[src/rtl/hdlt_mul.sv]
`default_nettype none
module hdlt_mul #(
    parameter int AW = 36,
    parameter int BW = 22
) (
    input  wire logic                 i_clk,
    input  wire logic signed [AW-1:0] i_a,
    input  wire logic signed [BW-1:0] i_b,
    output logic signed [AW+BW-1:0]   o_prod
);

    logic signed [AW+BW-1:0] r_prod;

    always_ff @(posedge i_clk) begin
        r_prod <= (AW+BW)'(i_a) * (AW+BW)'(i_b);
    end

    assign o_prod = r_prod;

endmodule
`default_nettype wire

[config.mk]
export PLATFORM = sky130hd
export DESIGN_NAME = hdlt_mul
export DESIGN_NICKNAME = d
export VERILOG_FILES = /design/src/rtl/hdlt_mul.sv
export SDC_FILE = /design/constraint.sdc
export NUM_CORES = 2
export LEC_CHECK = 0
export ABC_CLOCK_PERIOD_IN_PS = 13300
export BUFFER_PORTS_ARGS = -buffer_cell sky130_fd_sc_hd__buf_2
export CAP_MARGIN = 25
export CORE_MARGIN = 1.5
export CORE_UTILIZATION = 54
export CTS_CLUSTER_SIZE = 10
export DETAILED_ROUTE_END_ITERATION = 12
export HOLD_SLACK_MARGIN = 0.1
export PLACE_DENSITY = 0.79
export REMOVE_ABC_BUFFERS = 1
export SLEW_MARGIN = 20
export SYNTH_ARGS = -nofsm -noshare
export SYNTH_HDL_FRONTEND = slang
export SYNTH_SLANG_ARGS = --single-unit
[constraint.sdc]
create_clock -name i_clk -period 13.3 [get_ports i_clk]
set_clock_uncertainty 0.1 [all_clocks]
set_input_delay 0.665 -clock i_clk [delete_from_list [all_inputs] [get_ports i_clk]]
set_output_delay 0.665 -clock i_clk [all_outputs]
set_load 0.01 [all_outputs]
## Yosys cells after proc, flatten, opt, wreduce, memory -nomap -nowiden

Index checks and enable logic that the tools add are counted.

- Bits in registers: 58
- Latch bits: 0
- Memory bits (writable): 0
- Bits in read-only memories: 0
- Input bits: 59
- Output and inout bits: 58
- Word-level logic and storage cells: 2
- Memories: 0

- Add/sub/neg operators: 0
- Multipliers: 1
- Div/mod/pow operators: 0
- Magnitude comparators: 0
- Eq/ne operators: 0
- Shift operators: 0
- Muxes and demuxes: 0
- Bitwise logic cells: 0
- Reductions and logical operators: 0

Operators with widths:

| kind | count |
|---|---|
| 36-bit by 22-bit multiplier with 58-bit output | 1 |

## Logic depth before layout (Yosys ltp)

- Depth after elaboration: 1
- Mapped depth: 27
- Depth with buffers taken out: 24

## Worst setup path before layout

No wires, ideal clock.

- Path kind: input -> register
- Start point: input i_b[1]
- End point: register r_prod[57], in the netlist o_prod[57]
- Library setup time: 0.121 ns
- Data arrival time: 6.834 ns
- Required time: 13.079 ns
- Path slack: 6.245 ns
- Stages: 22
- Path buffers: 2
- Cells stage by stage: clkbuf_1 clkbuf_1 nand2_1 fa_1 fa_1 fa_1 inv_1 fa_1 fa_1 fa_1 inv_1 fa_1 inv_1 ha_1 a2111oi_2 o21ai_1 a41o_1 a2111oi_4 nor3b_2 a21bo_4 a31oi_1 xnor2_1

- Cells in the longest elaborated chain, start to end: 1

Ends and longest elaborated chain:

| item | RTL line | RTL |
|---|---|---|
| start, declared | 8 | `input wire logic signed [BW-1:0] i_b,` |
| 36-bit by 22-bit multiplier with 58-bit output | 15 | `r_prod <= (AW+BW)'(i_a) * (AW+BW)'(i_b);` |
| end signal, assigned | 15 |  |
| end, declared | 12 | `logic signed [AW+BW-1:0] r_prod;` |

Every way passes these cells.

## Worst setup path after layout

Same ends and word-level chain as after synthesis.

==> results.txt <==
----------------------------------------------------
[Routing]
  Length of the first detailed-routing pass in iterations ... 5
  DRC errors left ... 0
  Average via count per standard cell ... 5.49
  Via count of the routed design ... 20800
  Antenna violation net count after detailed routing ... 0
  Starting DRT DRC Count ... 1508
  Routed Wire Length ... 72300 um
  Routed length per placed instance ... 19.1 um

[STA]
  Setup Total Neg Slack ... 0 ns
  Final period util ... 0.603
  Number of setup violations in the final report ... 0
  Final Max Slew Viols ... 0
  Upper clock frequency limit ... 125 MHz
  Hold Fails Final Rpt ... 0
  Actual slew at the worst max-slew pin ... 0.983 ns
  Final min period ... 8.02 ns
  Max_slew headroom ... 0.345
  Unrepaired setup endpoints after global routing ... no

[Cells and area]
  Number of nets in the layout ... 4098
  Share of layout cells above drive strength 1 ... 0.0494
  Most frequent standard cell in the layout excluding fill and tap cells ... sky130_fd_sc_hd__inv_1
  Antenna fix cells ... 0
  Post-synthesis to final-layout area growth ... 4.14%
  Max reg flops ... 58
  Top library cells by usage in the layout, fill and taps aside ... sky130_fd_sc_hd__inv_1 (798), sky130_fd_sc_hd__fa_1 (781), sky130_fd_sc_hd__nand2_1 (461)
  Final Core Density ... 0.568

[Worst setup path]
  Launch point of the worst path ... i_b[1]
  Path type of the worst setup path ... input port to flip-flop
  End point of the critical path ... o_prod[57]
  Arrival time of data at the critical path endpoint ... 8.19 ns
  Startpoint class of the critical path ... input port
  Biggest fanout along the worst timing path ... 36
  CP required ... 13.47 ns
  Type of destination of the critical path ... flip-flop

[Floorplan]
  Floorplan die area ... 54500 um^2
  Initial Util ... 0.545
  Number of rows in the core area ... 84
  Width of the chip ... 233 um
  Core Footprint ... 52600 um^2
  Top Ports ... 117
  Die height ... 233 um

[Synthesis]
  FF+latch count, synth ... 58
  Dominant synthesized flop cell ... sky130_fd_sc_hd__dfxtp_1
  Mean post-synth cell area ... 9.15 um^2
  Post-synthesis sequential area ratio ... 0.0405
  Share of synthesized flip-flops with an asynchronous set or reset ... 0
  Post-synth top area share ... 0.546
  Synth warnings ... 0
  Library cell with the largest summed area after synthesis ... sky130_fd_sc_hd__fa_1
  Count of flip-flops with a built-in enable after synthesis ... 0
  Synth cell types ... 58
  Dominant cells by area after synthesis ... sky130_fd_sc_hd__fa_1 (55%), sky130_fd_sc_hd__inv_1 (10%), sky130_fd_sc_hd__and2_1 (7.2%)
  Post-Synthesis Cells ... 3130
  Total standard cell area after synthesis ... 28700 um^2

[Clock network]
  Number of buffers created by CTS ... 9
  Post-CTS Repair Setup Buffers ... 0
  # resized after CTS ... 0
  Clock tree from TritonCTS ... yes
  Clock root buffer ... sky130_fd_sc_hd__clkbuf_16
  CTS HTree Levels ... 3
  Hold bufs inserted after CTS ... 0
  Clock tree buffer depth ... 2
  Clock slew seen by the registers of the worst setup and hold paths ... 0.06 ns
  Clock Sink Count ... 58

[Place]
  Last weighted congestion value of the routability-driven placer ... 0.955
  Port bufs ... 116
  Dpl hpwl ... 55300 um

[Flow run]
  Maximum capacitance violations ... 0

[Global route]
  First-pass GRT wire length ... 120000 um
  Largest net degree at the start of global routing ... 37
  Initial antenna violation count ... 3
  Vias in the first global route ... 22900
  Global router's overall resource usage ... 0.287
  Gr ovfl total ... 0

[Run status]
  Result of the run ... finished, final reports clean

[Worst hold path]
  Hold Path Class ... input port to flip-flop

----------------------------------------------------
==> Yosys cell counts (2+ instances only) <==
library cell               number
sky130_fd_sc_hd__ha_1         163
sky130_fd_sc_hd__nand4_1       11
sky130_fd_sc_hd__a21oi_1       58
sky130_fd_sc_hd__nor2_1        57
sky130_fd_sc_hd__nor2b_1        7
sky130_fd_sc_hd__o211ai_2       2
sky130_fd_sc_hd__xnor2_1       41
sky130_fd_sc_hd__and3_1         6
sky130_fd_sc_hd__a21o_1        20
sky130_fd_sc_hd__a211oi_1       8
sky130_fd_sc_hd__dfxtp_1       58
sky130_fd_sc_hd__nand3_1       19
sky130_fd_sc_hd__o21a_1         5
sky130_fd_sc_hd__nand2_1      461
sky130_fd_sc_hd__and2_1       332
sky130_fd_sc_hd__a311o_1        3
sky130_fd_sc_hd__buf_2          6
sky130_fd_sc_hd__a31oi_1        8
sky130_fd_sc_hd__buf_1          2
sky130_fd_sc_hd__o21ai_0       27
sky130_fd_sc_hd__xor2_1        19
sky130_fd_sc_hd__o21ai_1        2
sky130_fd_sc_hd__o21bai_1      12
sky130_fd_sc_hd__a21boi_0       2
sky130_fd_sc_hd__o31ai_1        4
sky130_fd_sc_hd__nand2b_1      11
sky130_fd_sc_hd__or3_1          4
sky130_fd_sc_hd__nor3_1        11
sky130_fd_sc_hd__inv_1        798
sky130_fd_sc_hd__a31o_2         2
sky130_fd_sc_hd__fa_1         781
sky130_fd_sc_hd__or2_2          2
sky130_fd_sc_hd__o211ai_1       6
sky130_fd_sc_hd__clkbuf_1     158
==> metal layers <==
metal / vias to the layer above / part of all wire / GRT usage
met5: - / 0.00044 / 0
li1: 8852 / - / -
met4: 6 / 0.035 / 0.102
met2: 1010 / 0.48 / 0.469
met3: 183 / 0.10 / 0.0684
met1: 10700 / 0.38 / 0.374
==> worst min-delay path by stage <==
stage               startpoint          to  slack, ns  depth (start not counted)
finish                  i_a[0]   o_prod[0]       0.76                          2
global route            i_a[0]   o_prod[0]       0.77                          2
CTS                     i_a[0]   o_prod[0]       0.75                          2
detailed placement  o_prod[53]  o_prod[53]       0.96                          1
global placement    o_prod[22]  o_prod[22]       0.96                          1
floorplan               i_b[0]   o_prod[0]       0.69                          1
==> through the flow <==
| stage | instance area [um^2] | std cells | setup slack [ns] | hold WS (ns) |
|---|---|---|---|---|
| floorplan | 28000 | 2963 | 6.58 | 0.687 |
| global placement | 29500 | 3771 | 4.72 | 0.958 |
| detailed placement | 29500 | 3772 | 5.02 | 0.957 |
| CTS | 29800 | 3788 | 5.41 | 0.753 |
| global route | 29800 | 3788 | 5.12 | 0.772 |
| finish | 29800 | 3788 | 5.28 | 0.764 |
==> worst max-delay path, stage by stage <==
cell                      delay [ns]
sky130_fd_sc_hd__buf_2          0.69
sky130_fd_sc_hd__nand2_1        0.21
sky130_fd_sc_hd__fa_1           0.62
sky130_fd_sc_hd__fa_1           0.47
sky130_fd_sc_hd__fa_1           0.55
sky130_fd_sc_hd__inv_1          0.05
sky130_fd_sc_hd__fa_1           0.48
sky130_fd_sc_hd__fa_1           0.47
sky130_fd_sc_hd__fa_1           0.51
sky130_fd_sc_hd__inv_1          0.05
sky130_fd_sc_hd__fa_1           0.48
sky130_fd_sc_hd__inv_1          0.04
sky130_fd_sc_hd__ha_1           0.38
sky130_fd_sc_hd__a211o_1        0.32
sky130_fd_sc_hd__a21oi_1        0.18
sky130_fd_sc_hd__a21oi_1        0.17
sky130_fd_sc_hd__o31ai_1        0.81
sky130_fd_sc_hd__nor3b_2        0.30
sky130_fd_sc_hd__a21bo_4        0.34
sky130_fd_sc_hd__a31oi_1        0.25
sky130_fd_sc_hd__xnor2_1        0.10
==> cell type report <==
cell class	count	area (um^2)
flip-flops and latches	58	1160
fillers	4471	22700
multi-input cells	2107	23900
clock inverters	4	72.6
well taps	688	861
repair buffers	121	616
inverters	798	3000
clock buffers	12	267
==> cell families (layout without fill, tap and decap cells) <==
group | count (synthesis) | in the layout | share of synthesized area
AOI/OAI and AO/OA | 177 | 177 | 0.0416
xor gates and xnor gates | 60 | 60 | 0.0183
adders and majority gates | 944 | 944 | 0.617
buffers and inverters | 965 | 935 | 0.127
DFF | 58 | 58 | 0.0405
and+or+nand+nor | 926 | 926 | 0.156
Power is not shown: default switching activity piles up to over one toggle a cycle in this logic, so the estimate is an artifact.
